===== src/sv/utf8d_pkg.sv =====
`timescale 1ns / 1ps

package utf8d_pkg;

	localparam logic [20:0] REPLACEMENT_CP = 21'h00FFFD;

	// result queue between the decode stage and the output port
	localparam int BUF_DEPTH = 4;
	localparam int BUF_AW    = $clog2(BUF_DEPTH);

	typedef enum logic [1:0] {
		PHASE_IDLE    = 2'd0,
		PHASE_COLLECT = 2'd1,
		PHASE_SWALLOW = 2'd2
	} phase_t;

	typedef struct packed {
		logic [7:0] data_byte;
		logic [1:0] bytes_following;
	} byte_item_t;

	typedef struct packed {
		logic [20:0] code_point;
		logic        last_of_run;
	} cp_item_t;

	// results of one decoded byte; push1 only ever comes with push0
	typedef struct packed {
		logic     push0;
		logic     push1;
		cp_item_t res0;
		cp_item_t res1;
	} push_t;

endpackage


===== src/sv/utf8d_core.sv =====
`timescale 1ns / 1ps

module utf8d_core import utf8d_pkg::*; (
	input  logic       clk,
	input  logic       arst_n,
	input  logic       in_valid,
	output logic       in_ready,
	input  byte_item_t in_item,
	input  logic       room,
	output push_t      push
);

	typedef struct packed {
		logic        emit;
		logic [20:0] cp;
		phase_t      phase;
		logic [1:0]  needed;
		logic [20:0] partial;
	} lead_t;

	logic       valid_s1;
	byte_item_t item_s1;
	logic       advance;

	phase_t      phase_q, phase_d;
	logic [1:0]  needed_q, needed_d;
	logic [1:0]  seen_q, seen_d;
	logic [20:0] partial_q, partial_d;

	lead_t       lead;
	logic [1:0]  seen_inc;
	logic [20:0] partial_sh;

	function automatic lead_t lead_decode(input logic [7:0] b, input logic [1:0] follow);
		lead_t      r;
		logic [1:0] cnt;
		logic       bad;
		r.emit    = 1'b1;
		r.cp      = REPLACEMENT_CP;
		r.phase   = PHASE_IDLE;
		r.needed  = 2'd0;
		r.partial = '0;
		cnt       = 2'd0;
		bad       = 1'b0;
		priority if (b[7:5] == 3'b110) begin
			cnt = 2'd1;
		end else if (b[7:4] == 4'b1110) begin
			cnt = 2'd2;
		end else if (b[7:3] == 5'b11110) begin
			cnt = 2'd3;
		end else begin
			bad = 1'b1;
		end
		if (!b[7]) begin
			r.cp = {14'd0, b[6:0]};
		end else if (bad) begin
			r.cp = REPLACEMENT_CP;
		end else if (follow < cnt) begin
			// truncated: drop the rest of the string unless this was its end
			r.phase = (follow == 2'd0) ? PHASE_IDLE : PHASE_SWALLOW;
		end else begin
			r.emit   = 1'b0;
			r.phase  = PHASE_COLLECT;
			r.needed = cnt;
			unique case (cnt)
				2'd1:    r.partial = {16'd0, b[4:0]};
				2'd2:    r.partial = {17'd0, b[3:0]};
				default: r.partial = {18'd0, b[2:0]};
			endcase
		end
		return r;
	endfunction

	assign advance  = valid_s1 & room;
	assign in_ready = !valid_s1 || room;

	always_ff @(posedge clk or negedge arst_n) begin
		if (!arst_n) begin
			valid_s1 <= 1'b0;
		end else if (in_ready) begin
			valid_s1 <= in_valid;
		end
	end

	always_ff @(posedge clk) begin
		if (in_valid && in_ready) begin
			item_s1 <= in_item;
		end
	end

	always_ff @(posedge clk or negedge arst_n) begin
		if (!arst_n) begin
			phase_q   <= PHASE_IDLE;
			needed_q  <= 2'd0;
			seen_q    <= 2'd0;
			partial_q <= '0;
		end else if (advance) begin
			phase_q   <= phase_d;
			needed_q  <= needed_d;
			seen_q    <= seen_d;
			partial_q <= partial_d;
		end
	end

	assign lead       = lead_decode(item_s1.data_byte, item_s1.bytes_following);
	assign seen_inc   = seen_q + 2'd1;
	assign partial_sh = {partial_q[14:0], item_s1.data_byte[5:0]};

	always_comb begin
		phase_d   = phase_q;
		needed_d  = needed_q;
		seen_d    = seen_q;
		partial_d = partial_q;
		push.push0 = 1'b0;
		push.push1 = 1'b0;
		push.res0  = '{code_point: REPLACEMENT_CP, last_of_run: 1'b1};
		push.res1  = '{code_point: lead.cp, last_of_run: 1'b1};
		unique case (phase_q)
			PHASE_SWALLOW: begin
				if (item_s1.bytes_following == 2'd0) begin
					phase_d = PHASE_IDLE;
				end
			end
			PHASE_COLLECT: begin
				if (item_s1.data_byte[7:6] != 2'b10) begin
					// bad tail: replacement, then the byte starts over as a lead
					push.push0 = 1'b1;
					push.push1 = lead.emit;
					push.res0.last_of_run = !lead.emit;
					phase_d = lead.phase;
					if (lead.phase == PHASE_COLLECT) begin
						needed_d  = lead.needed;
						seen_d    = 2'd0;
						partial_d = lead.partial;
					end
				end else begin
					partial_d = partial_sh;
					seen_d    = seen_inc;
					if (seen_inc == needed_q) begin
						phase_d    = PHASE_IDLE;
						push.push0 = 1'b1;
						push.res0.code_point = partial_sh;
					end else if (item_s1.bytes_following == 2'd0) begin
						phase_d    = PHASE_IDLE;
						push.push0 = 1'b1;
					end
				end
			end
			default: begin
				push.push0 = lead.emit;
				push.res0.code_point = lead.cp;
				phase_d = lead.phase;
				if (lead.phase == PHASE_COLLECT) begin
					needed_d  = lead.needed;
					seen_d    = 2'd0;
					partial_d = lead.partial;
				end
			end
		endcase
		if (!advance) begin
			push.push0 = 1'b0;
			push.push1 = 1'b0;
		end
	end

endmodule


===== src/sv/utf8d_obuf.sv =====
`timescale 1ns / 1ps

module utf8d_obuf import utf8d_pkg::*; (
	input  logic     clk,
	input  logic     arst_n,
	input  push_t    push,
	output logic     room,
	output logic     out_valid,
	input  logic     out_ready,
	output cp_item_t out_item
);

	cp_item_t          mem_q [BUF_DEPTH];
	logic [BUF_AW-1:0] wr_q, rd_q;
	logic [BUF_AW:0]   cnt_q;
	logic [1:0]        npush;
	logic              pop;

	assign npush     = {1'b0, push.push0} + {1'b0, push.push1};
	assign pop       = out_valid && out_ready;
	assign out_valid = cnt_q != '0;
	assign out_item  = mem_q[rd_q];
	// two free slots needed since one byte can give two results
	assign room      = cnt_q <= (BUF_AW+1)'(BUF_DEPTH - 2);

	always_ff @(posedge clk) begin
		if (push.push0) begin
			mem_q[wr_q] <= push.res0;
		end
		if (push.push1) begin
			mem_q[wr_q + BUF_AW'(1)] <= push.res1;
		end
	end

	always_ff @(posedge clk or negedge arst_n) begin
		if (!arst_n) begin
			wr_q  <= '0;
			rd_q  <= '0;
			cnt_q <= '0;
		end else begin
			wr_q  <= wr_q + BUF_AW'(npush);
			rd_q  <= rd_q + BUF_AW'(pop);
			cnt_q <= cnt_q + (BUF_AW+1)'(npush) - (BUF_AW+1)'(pop);
		end
	end

endmodule


===== src/sv/utf8_stream_decoder.sv =====
`timescale 1ns / 1ps

// UTF-8 stream decoder: one byte in per transaction, code points out.
// Input channel byte_valid/byte_ready carries byte_item: data_byte and
// bytes_following (bytes of the string after this one, saturated at 3;
// zero marks the string end). Output channel cp_valid/cp_ready carries
// cp_item: the code point (U+FFFD for malformed or truncated sequences)
// and last_of_run, set on the final result caused by an input byte.
// Throughput: one byte per cycle while the queue has room. A byte gives
// zero, one or two results; two results of one byte enter the queue
// together and leave it through the single output port, one result per
// cycle while cp_ready is high. A byte is held in the input stage
// register, then its results enter a 4-entry result queue driving cp_item.
// Reset (arst_n low) empties the pipeline and queue and returns the decoder
// to idle. When the receiver stalls, the queue fills; while fewer than two
// entries are free a byte in the input stage waits there and byte_ready
// stays low. Nothing is lost.

module utf8_stream_decoder import utf8d_pkg::*; (
	input  logic       clk,
	input  logic       arst_n,
	input  logic       byte_valid,
	output logic       byte_ready,
	input  byte_item_t byte_item,
	output logic       cp_valid,
	input  logic       cp_ready,
	output cp_item_t   cp_item
);

	push_t push;
	logic  room;

	utf8d_core u_core (
		.clk      (clk),
		.arst_n   (arst_n),
		.in_valid (byte_valid),
		.in_ready (byte_ready),
		.in_item  (byte_item),
		.room     (room),
		.push     (push)
	);

	utf8d_obuf u_obuf (
		.clk       (clk),
		.arst_n    (arst_n),
		.push      (push),
		.room      (room),
		.out_valid (cp_valid),
		.out_ready (cp_ready),
		.out_item  (cp_item)
	);

	a_push_order: assert property (@(posedge clk) disable iff (!arst_n)
		push.push1 |-> push.push0)
		else $error("second result pushed without first");

	a_push_room: assert property (@(posedge clk) disable iff (!arst_n)
		push.push0 |-> room)
		else $error("result pushed into full queue");

	a_pair_first: assert property (@(posedge clk) disable iff (!arst_n)
		push.push1 |-> (push.res0.code_point == REPLACEMENT_CP && !push.res0.last_of_run
			&& push.res1.last_of_run))
		else $error("bad result pair");

	a_stall_hold: assert property (@(posedge clk) disable iff (!arst_n)
		!room |-> !push.push0)
		else $error("push while stalled");

endmodule


===== config.mk =====
export PLATFORM = sky130hd
export DESIGN_NAME = utf8_stream_decoder
export DESIGN_NICKNAME = d
export VERILOG_FILES = /design/src/sv/utf8d_pkg.sv /design/src/sv/utf8d_core.sv /design/src/sv/utf8d_obuf.sv /design/src/sv/utf8_stream_decoder.sv
export SDC_FILE = /design/constraint.sdc
export NUM_CORES = 1
export LEC_CHECK = 0
export BUFFER_PORTS_ARGS = -buffer_cell sky130_fd_sc_hd__buf_2
export CORE_MARGIN = 5
export CORE_UTILIZATION = 50
export CTS_CLUSTER_DIAMETER = 50
export DETAILED_ROUTE_END_ITERATION = 6
export HOLD_SLACK_MARGIN = 0.03
export PLACE_DENSITY_LB_ADDON = 0.05
export SETUP_SLACK_MARGIN = 0.5
export SLEW_MARGIN = 20
export SYNTH_ARGS = -nofsm -noshare
export SYNTH_HDL_FRONTEND = slang
export SYNTH_HIERARCHICAL = 1
export SYNTH_SLANG_ARGS = --single-unit
export TNS_END_PERCENT = 20

===== constraint.sdc =====
create_clock -name clk -period 5.6 [get_ports clk]
set_input_delay 1.4 -clock clk [delete_from_list [all_inputs] [get_ports clk]]
set_output_delay 1.4 -clock clk [all_outputs]
set_load 0.05 [all_outputs]

==> run metrics, run 1 <==
Critical Path End Type=flip-flop; leak pwr=roughly 2.8 nW; IO Pins=38; DR vias=3838; CTS Buffer Depth=2; Via density=5.79; Die Height=approximately 130 um; first-pass GRT wire length=~23 mm; Die Wd=126 um; Reg clk slew, reported paths=0.06 ns; wire per inst=between 20 and 25 um; setup TNS=0 ns; initial drt markers=approximately 340; area of the mapped netlist=about 6700 um2; Final Hold Viols=0; CP dominant cell by count=ha_1; # port buffers=37; Post-synth EDFFs=98; n_diodes=0; nets@finish=500; Tmin final=between 4 and 5 ns; die area=around 16000 um2; commonest non-fill, non-tap cell in the layout=edfxtp_1; Post-CTS Hold Fix Bufs=0; synth unique cells=57; Synth warnings=6; min-delay worst type=reg2reg; f_max=approximately 230 MHz; RSZ-0062 raised after global routing=false; Setup Viol. Count Final=0; Worst Path Max Fanout=6; HP Start=u_obuf/rd_q[1]; Yosys top cell by area=edfxtp_1; clk root buf=clkbuf_16; clk_skew=roughly 0.0085 ns; status=complete, no violations; Rows=42; vias in the first global route=slightly below 4000; Worst Path Buf+Inv=3; Mapped Cells=between 400 and 500; worst vdd ir=~0.00037 V; arrival time of the worst setup path=roughly 4.7 ns; post-cts sizing count=0; max incr delay on CP=roughly 0.67 ns; grt ovf=0; drt first pass iters=5; area grow syn2layout=11.8%; max_slew headroom=0.365; post-synthesis sequential area ratio=0.548; largest net degree at the start of global routing=48; GP Congestion=just over 0.8; CTS H-Tree Depth=4; Startpoint Class=flip-flop; asr flop ratio synth=0.228; hold_ws=0.465 ns; largest cells by area after synthesis=edfxtp_1 (44%), mux2_2 (15%), dfrtp_1 (11%), mux4_2 (7.4%), buf_4 (2.9%); DRC errors left=0; Top FF cell, synth=edfxtp_1; CP Class=reg2reg; cell class contributing the biggest share of worst-path delay=adder cells; CTS Buf Count=17; Crit Reg-Reg Endpoint=u_obuf/cnt_q[2]; fin crit share=0.772; post-synthesis register bit count=roughly 130; MaxCap Viol Count=0; r2r startpoint=u_core/item_s1[8]; Synth top area share=0.440; layout cells sized above 1=0.439; all-layer global routing usage=0.190; Detail Placement HPWL=around 9.2 mm; flop2flop setup slack=around 1.3 ns; Slew Viols, Final=0; Worst-Margin Slew=0.948 ns; CTS tree=built; WHS Path Cells=1; Post-DRT Antenna Nets=0; PwrDens=between 600 and 700 nW/um2; Crit path required time=5.93 ns; initial antenna violation count=0; drt total wl=14.2 mm; most frequent cells in the layout=edfxtp_1 (98), mux2_2 (91), buf_2 (37); initial core utilization=0.507; clock latency on the worst-skew pair=0.41 ns; Reg2Reg Depth=16; WHS Endpoint=u_obuf/rd_q[1]; crit-path cells=nand2_1, a211oi_1, inv_1, ha_1, a21oi_1, o21a_1, nor2_1, nor3_1, ha_1, inv_1, ha_1, inv_1, ha_1, fa_1, xnor2_1, xnor2_1; clock net sink count=127; postcts setup bufs=0; CP max stage cell=nor3_1; core box area=~13000 um2; Syn Area/Cell=between 15 and 20 um2
==> worst max path at each step <==
stage / end / cells after the start / startpoint
floorplan: u_obuf/mem_q[0][0] / 10 / u_core/item_s1[9]
CTS: u_obuf/cnt_q[2] / 16 / u_core/item_s1[8]
detailed placement: u_obuf/cnt_q[2] / 16 / u_core/item_s1[8]
global placement: u_obuf/cnt_q[2] / 16 / u_core/item_s1[8]
global route: u_obuf/mem_q[0][14] / 11 / u_core/item_s1[8]
finish: u_obuf/cnt_q[2] / 16 / u_core/item_s1[8]
==> state kept, by name (all words and copies together) (netlist names), 2 cells and up <==
signal	cells
u_core/item_s1	10
u_core/needed_q	2
u_core/partial_q	15
u_core/phase_q	2
u_core/seen_q	2
u_obuf/cnt_q	3
u_obuf/mem_q	88
u_obuf/rd_q	2
u_obuf/wr_q	2
==> cells in the mapped netlist, drive strengths merged, types with 2 or more instances <==
master,count
inv,16
ha,11
nand3b,2
xor2,2
nor2b,8
edfxtp,98
mux4,22
mux2,93
conb,2
and3,6
o21a,10
or2,9
nand3,3
clkbuf,2
a22o,11
nand2,9
dfrtp,29
a221oi,6
nor2,14
o21ai,8
and2,5
nor4b,2
xnor2,5
o2bb2ai,2
a21oi,5
nand2b,8
nor4,3
buf,40
mux2i,2
==> report_power, final <==
group          switching, mW  total (mW)  internal [mW]
Combinational           1.25        2.10          0.854
Sequential             0.171        1.60           1.43
Clock                  0.373        1.05          0.679
==> metrics by stage <==
step                power [mW]  cell area [um2]  utilization  setup WS [ns]  instances
finish                    4.76             7480        0.567           1.27        663
global route              5.01             7480        0.567          0.835        663
CTS                       4.81             7480        0.567           1.24        663
detailed placement        3.74             6910        0.524           1.25        631
global placement          3.70             6910        0.524           1.51        631
floorplan                 3.28             6710            -           1.32        449
==> layer usage <==
layer	track usage	wire length, um	up-vias
li1	-	-	1739
met1	0.263	6370	1979
met3	0.0440	704	21
met4	0.0689	259	0
met2	0.295	6830	99
met5	0	0	-
==> layout make-up <==
cell class                 instances  area (um2)
clock buffer                      27         523
clock inverter                     5        52.6
tap                              176         220
timing repair buffer              48         268
sequential                       127        3670
inverter                          16        60.1
multi-input combinational        264        2690
fill                            1086        5710
==> kinds of logic after synthesis <==
group	count (synthesis)	share of synthesized area
other cells	2	0.00112
xor+xnor	7	0.00916
flops	127	0.548
compound gates	49	0.0583
buf+inv	58	0.0540
fa+ha+maj	12	0.0236
mux	117	0.234
simple gates	73	0.0722
Note: power is estimated with default switching activity, not from simulation.
==> run 2: changes to the inputs <==
==> constraint.sdc (replaced) <==
create_clock -name clk -period 4 [get_ports clk]
set_input_delay 1 -clock clk [delete_from_list [all_inputs] [get_ports clk]]
set_output_delay 1 -clock clk [all_outputs]
set_load 0.05 [all_outputs]
==> run 2 against run 1 <==
Effect of this change: first-iteration DRC count down 37%; largest power group unchanged; critical path depth down 1; register-to-register slack worse by 0.63 ns; critical endpoint unchanged; clock skew down 0.0017 ns; combinational power up 44%; final cell count up 2.0%; sequential power up 38%; global-route usage down 0.098 points; hold slack better by 0.027 ns; highest routed layer unchanged.
==> run metrics, run 2 (same netlist as run 1, synthesis figures left out) <==
Tmin final=3.35 ns; most frequent cells in the layout=edfxtp_1 (98), mux2_2 (91), buf_2 (37); initial core utilization=0.507; clk_skew=approximately 0.0068 ns; GP Congestion=0.895; PwrDens=slightly below 900 nW/um2; Internal=between 4 and 5 mW; core box area=13200 um2; worst vdd ir=around 0.00033 V; Via density=5.66; drt total wl=around 14 mm; vias in the first global route=4053; Most flops, register=u_obuf/mem_q; Comb power frac=0.459; clock net sink count=around 130; initial drt markers=around 220; die area=15800 um2; Setup Viol. Count Final=0; layout cells sized above 1=0.454; Crit path required time=~4.3 ns; MaxCap Viol Count=0; Critical Path End Type=flip-flop; commonest non-fill, non-tap cell in the layout=edfxtp_1; clock latency on the worst-skew pair=0.41 ns; drt first pass iters=4; CTS tree=built; all-layer global routing usage=0.189; sw frac=0.381; wire per inst=approximately 21 um; Die Wd=roughly 130 um; Startpoint Class=flip-flop; Final Hold Viols=0; Post-DRT Antenna Nets=0; initial antenna violation count=0; max_slew headroom=0.505; Reg clk slew, reported paths=roughly 0.050 ns; setup TNS=0 ns; Worst-Margin Slew=about 0.74 ns; Clk pwr share=0.204; Worst Path Max Fanout=4; fin crit share=0.838; f_max=a little under 300 MHz; DRC errors left=0; CP Class=reg2reg; n_diodes=0; max reg flops=88; Detail Placement HPWL=approximately 9.3 mm; nets@finish=about 500; status=complete, no violations; IO Pins=38; final core occ=0.574; CTS H-Tree Depth=4; leak pwr=approximately 2.8 nW; Die Height=between 100 and 150 um; Switching Power=roughly 2.5 mW; register share of total power=0.337; min-delay worst type=reg2reg; Slew Viols, Final=0; arrival time of the worst setup path=roughly 3.7 ns; CTS Buffer Depth=2; first-pass GRT wire length=approximately 23 mm; top flop regs=u_obuf/mem_q: 88 flops, u_core/partial_q: 15 flops, u_core/item_s1: 10 flops; # port buffers=37; grt ovf=0; CTS Buf Count=17; DR vias=3826; Rows=42; RSZ-0062 raised after global routing=false; clk root buf=clkbuf_16; largest net degree at the start of global routing=48; area grow syn2layout=13.1%; Tot Pwr=about 6.6 mW
run 2: cell count changes in the layout (fill, tap and decap cells not counted), moves of 2 or more:
| cell | change |
|---|---|
| buf_4 | +11 |
| clkbuf_8 | -4 |
| buf_12 | +2 |
| clkbuf_1 | +6 |
run 2: power by group through the flow:
stage / Sequential (mW) / Combinational [mW] / Clock, mW
4_1_cts: 2.22 / 3.02 / 1.36
3_3_place_gp: 2.23 / 2.95 / 0
5_1_grt: 2.25 / 3.25 / 1.42
6_report: 2.21 / 3.02 / 1.34
2_1_floorplan: 2.15 / 2.46 / 0
3_5_place_dp: 2.25 / 2.99 / 0
run 2: what timing repair did:
item | CTS | global route
pin swaps | 2 | 2
buffers inserted | 4 | 5
gates cloned | 0 | 0
endpoints found under the setup margin | 1 | 1
hold buffers | 0 | 0
gates resized for setup | 0 | 2
run 2: critical path, cell delays in order (launching register included):
cell and delay [ns]:
edfxtp_1 0.42, a211oi_2 0.27, inv_1 0.09, ha_1 0.33, nand2_1 0.09, o21a_1 0.22, nor2_4 0.14, o21ai_2 0.10
ha_1 0.33, inv_1 0.04, ha_1 0.26, inv_1 0.04, ha_1 0.19, fa_1 0.43, xnor2_1 0.20, xnor2_1 0.13
run 2: area by class of cell:
class | count | area (um2)
inverters | 16 | 60.1
clock buffers | 29 | 490
flip-flops and latches | 127 | 3670
repair buffers | 61 | 390
well taps | 176 | 220
multi-input cells | 264 | 2720
fillers | 1074 | 5620
clock inverters | 3 | 15.0
run 2: metal layers:
layer  part of all wire  global-route usage  vias to the layer above
li1                   -                   -                     1758
met1               0.42               0.244                     1944
met2               0.51               0.314                      102
met3              0.045              0.0377                       22
met4              0.026              0.0753                        0
met5                  0                   0                        -
run 2: per-stage QoR:
stage          std cells  worst slack [ns]  hold WS, ns  area, um2
4_1_cts              671             0.506        0.492       7520
5_1_grt              676             0.496        0.503       7570
3_3_place_gp         635             0.507        0.479       6990
6_report             676             0.648        0.492       7570
2_1_floorplan        449             0.535        0.458       6740
3_5_place_dp         635             0.381        0.477       6990
run 2: final timing paths:
check                                  startpoint                end  slack [ns]  cells past startpoint
worst max-delay path            u_core/item_s1[5]    u_obuf/cnt_q[2]        0.65                     15
worst min-delay path              u_obuf/cnt_q[2]    u_obuf/cnt_q[2]        0.49                      1
worst max register to register  u_core/item_s1[5]    u_obuf/cnt_q[2]        0.65                     15
worst min register to register    u_obuf/cnt_q[2]    u_obuf/cnt_q[2]        0.49                      1
max in group asynchronous                  arst_n     u_obuf/rd_q[0]        2.96                      1
min in group asynchronous                  arst_n  u_core/phase_q[0]        0.62                      1
==> run 3: changes to the inputs <==
--- a/config.mk
+++ b/config.mk
@@ -5,6 +5,7 @@
 export SDC_FILE = /design/constraint.sdc
 export NUM_CORES = 1
 export LEC_CHECK = 0
+export ABC_AREA = 1
 export BUFFER_PORTS_ARGS = -buffer_cell sky130_fd_sc_hd__buf_2
 export CORE_MARGIN = 5
 export CORE_UTILIZATION = 50
==> constraint.sdc (replaced) <==
create_clock -name clk -period 2.7 [get_ports clk]
set_input_delay 0.675 -clock clk [delete_from_list [all_inputs] [get_ports clk]]
set_output_delay 0.675 -clock clk [all_outputs]
set_load 0.05 [all_outputs]
==> run 3 against run 2 <==
Effect of this change: the flow now finishes with violations (DRC); first-iteration DRC count increased to 2.6 times the previous value; via count grew 69%; sequential power up 40%; wire length rose by 43%; critical path depth rose by 2; final area rose by 24%; global-route usage grew 4.8 points; synthesized cell count is 120% higher; clock skew hardly changed; critical endpoint unchanged; largest cell class unchanged.
==> run metrics, run 3 <==
status=complete, but fails checks; failing checks=DRC; CTS tree=built; Worst Path Max Fanout=4; # port buffers=37; crit-path cells=nand2_2, nand3_4, ha_4, nand2_4, nand2_8, nand3_4, nand2_4, nor2_4, ha_4, inv_2, ha_4, inv_2, ha_4, fa_2, inv_1, nand3_1, nand2_1; Detail Placement HPWL=between 10 and 15 mm; asr flop ratio synth=0.228; nets@finish=1064; top flop regs=u_obuf/mem_q: 88 flops, u_core/partial_q: 15 flops, u_core/item_s1: 10 flops; Setup Viol. Count Final=0; Tmin final=~2.5 ns; drt total wl=about 20 mm; drt first pass iters=7; clock latency on the worst-skew pair=0.42 ns; Via density=between 5 and 6; clock net sink count=127; setup TNS=0 ns; Post-DRT Antenna Nets=0; Startpoint Class=flip-flop; worst vdd ir=0.000547 V; DRC errors left=2; CP Class=reg2reg; post-synthesis sequential area ratio=0.477; max incr delay on CP=between 0.4 and 0.5 ns; clk_skew=~0.0064 ns; synth unique cells=33; Reg clk slew, reported paths=roughly 0.05 ns; Final Hold Viols=0; CP dominant cell by count=ha_4; clk root buf=clkbuf_16; initial core utilization=0.508; Rows=45; Worst-Margin Slew=roughly 0.8 ns; Critical Path End Type=flip-flop; max_slew headroom=0.472; CP max stage cell=edfxtp_1; leak pwr=approximately 4.6 nW; most numerous cell in the Yosys netlist=nand2_1; DR WL met3=1.17 mm; PwrDens=roughly 1200 nW/um2; placed instance area=8200 um2; most frequent cells in the layout=nand2_1 (318), inv_1 (160), edfxtp_1 (98); Post-synth top cells=nand2_1 (344), inv_1 (164), edfxtp_1 (98), nand3_1 (89), nand4_1 (44); Crit path required time=between 3 and 4 ns; largest net degree at the start of global routing=45; wire per inst=~17 um; area of the mapped netlist=approximately 7700 um2; DR vias=between 6000 and 7000; Post-synth EDFFs=98; CTS H-Tree Depth=4; largest cells by area after synthesis=edfxtp_1 (38%), nand2_1 (17%), dfrtp_1 (9.4%), inv_1 (8.0%), nand3_1 (5.8%); Place WS=approximately 0.014 ns; fillcell total=1347; min-delay worst type=in2async; Yosys top cell by area=edfxtp_1; IO Pins=38; Die Wd=134 um; n_diodes=0; max reg flops=a little under 90; initial drt markers=572; layout cells sized above 1=0.214; first-pass GRT wire length=32.9 mm; Slew Viols, Final=0; fin area=~9400 um2; RSZ-0062 raised after global routing=true; Worst Slack Setup Final=about 0.16 ns; Most flops, register=u_obuf/mem_q; die area=18000 um2; final std cells w/o fill=~1200; Die Height=between 100 and 150 um; top sig layer=met4; all-layer global routing usage=0.236; arrival time of the worst setup path=2.90 ns; area grow syn2layout=22.1%; commonest non-fill, non-tap cell in the layout=nand2_1; Mapped Cells=970; CTS Buf Count=17; Tot Pwr=~11 mW; Synth top area share=0.382; Post-CTS Hold Fix Bufs=0; f_max=between 300 and 400 MHz; Top FF cell, synth=edfxtp_1; Syn Area/Cell=approximately 8 um2; CTS Buffer Depth=2; post-synthesis register bit count=between 100 and 150; cell class contributing the biggest share of worst-path delay=adder cells; met2 routed WL=between 10 and 15 mm; MaxCap Viol Count=0; core box area=approximately 15000 um2; Worst Path Buf+Inv=3; GP Congestion=0.852; placed insts=1172; vias in the first global route=6182; fin crit share=0.942; met1 wire length=just under 9 mm; initial antenna violation count=0; grt ovf=0; Synth warnings=6
-- run 3: changes by cell type in the layout (fill, tap and decap cells not counted), sizes merged, moves of 9 or more --
cell | before | now
buf | 61 | 112
a21oi | 5 | 14
o21ai | 8 | 50
inv | 16 | 172
nand2 | 9 | 351
nand4 | 0 | 45
a22o | 11 | 0
mux4 | 22 | 0
nand3 | 3 | 93
o21a | 10 | 0
mux2 | 93 | 0
-- run 3: cell type report --
type	instances	area, um2	share of cell area
multi-input combinational	607	3270	0.348
tap	188	235	0.0250
clock inverter	4	48.8	0.00520
sequential	127	3670	0.391
clock buffer	28	528	0.0562
timing repair buffer	113	996	0.106
inverter	172	648	0.0690
-- run 3: where the power goes --
group | switching, mW | internal, mW | leakage (nW)
Clock | 0.823 | 1.42 | 0.284
Combinational | 4.00 | 1.70 | 3.07
Sequential | 0.279 | 2.82 | 1.27
-- run 3: stage by stage --
step / hold slack, ns / util
2_1_floorplan: 0.379 / -
3_3_place_gp: 0.497 / 0.541
3_5_place_dp: 0.501 / 0.541
4_1_cts: 0.288 / 0.606
5_1_grt: 0.324 / 0.620
6_report: 0.280 / 0.620
-- run 3: final timing paths --
kind / start / end / slack [ns] / depth (start not counted)
max: u_core/item_s1[6] / u_obuf/cnt_q[2] / 0.16 / 17
min: arst_n / u_obuf/cnt_q[2] / 0.28 / 1
max reg2reg: u_core/item_s1[6] / u_obuf/cnt_q[2] / 0.16 / 17
min reg2reg: u_core/valid_s1 / u_core/valid_s1 / 0.51 / 2
max in group asynchronous: arst_n / u_core/partial_q[2] / 2.00 / 1
min in group clk: byte_item[0] / u_core/item_s1[0] / 0.43 / 1
-- run 3: worst reg2reg max path: stages, from the launching register on --
cell and delay (ns):
edfxtp_1 0.41, nand2_2 0.11, nand3_4 0.08, ha_4 0.28, nand2_4 0.07, nand2_8 0.09, nand3_4 0.08, nand2_4 0.07
nor2_4 0.04, ha_4 0.27, inv_2 0.04, ha_4 0.25, inv_2 0.03, ha_4 0.14, fa_2 0.33, inv_1 0.06
nand3_1 0.06, nand2_1 0.06
-- run 3: timing repair --
action                                  4_1_cts  5_1_grt
gates cloned                                  8        1
resized for setup                            22       46
pin swaps                                    10        6
buffers inserted                             20        6
endpoints found under the setup margin      201      207
-- run 3: logic make-up (layout without fill, tap and decap cells) --
kind of cell    count (synthesis)  after routing  synth area share
other cells                     2              6          0.000976
buf+inv                       243            317             0.149
simple gates                  510            513             0.293
compound gates                 74             74            0.0574
xor+xnor                        2              2           0.00228
fa+ha+maj                      12             12            0.0205
flops                         127            127             0.477
-- run 3: routing by layer --
layer | vias up | track usage
met5 | - | 0
met4 | 0 | 0.0814
met3 | 33 | 0.0428
met2 | 213 | 0.399
met1 | 3000 | 0.308
li1 | 3219 | -
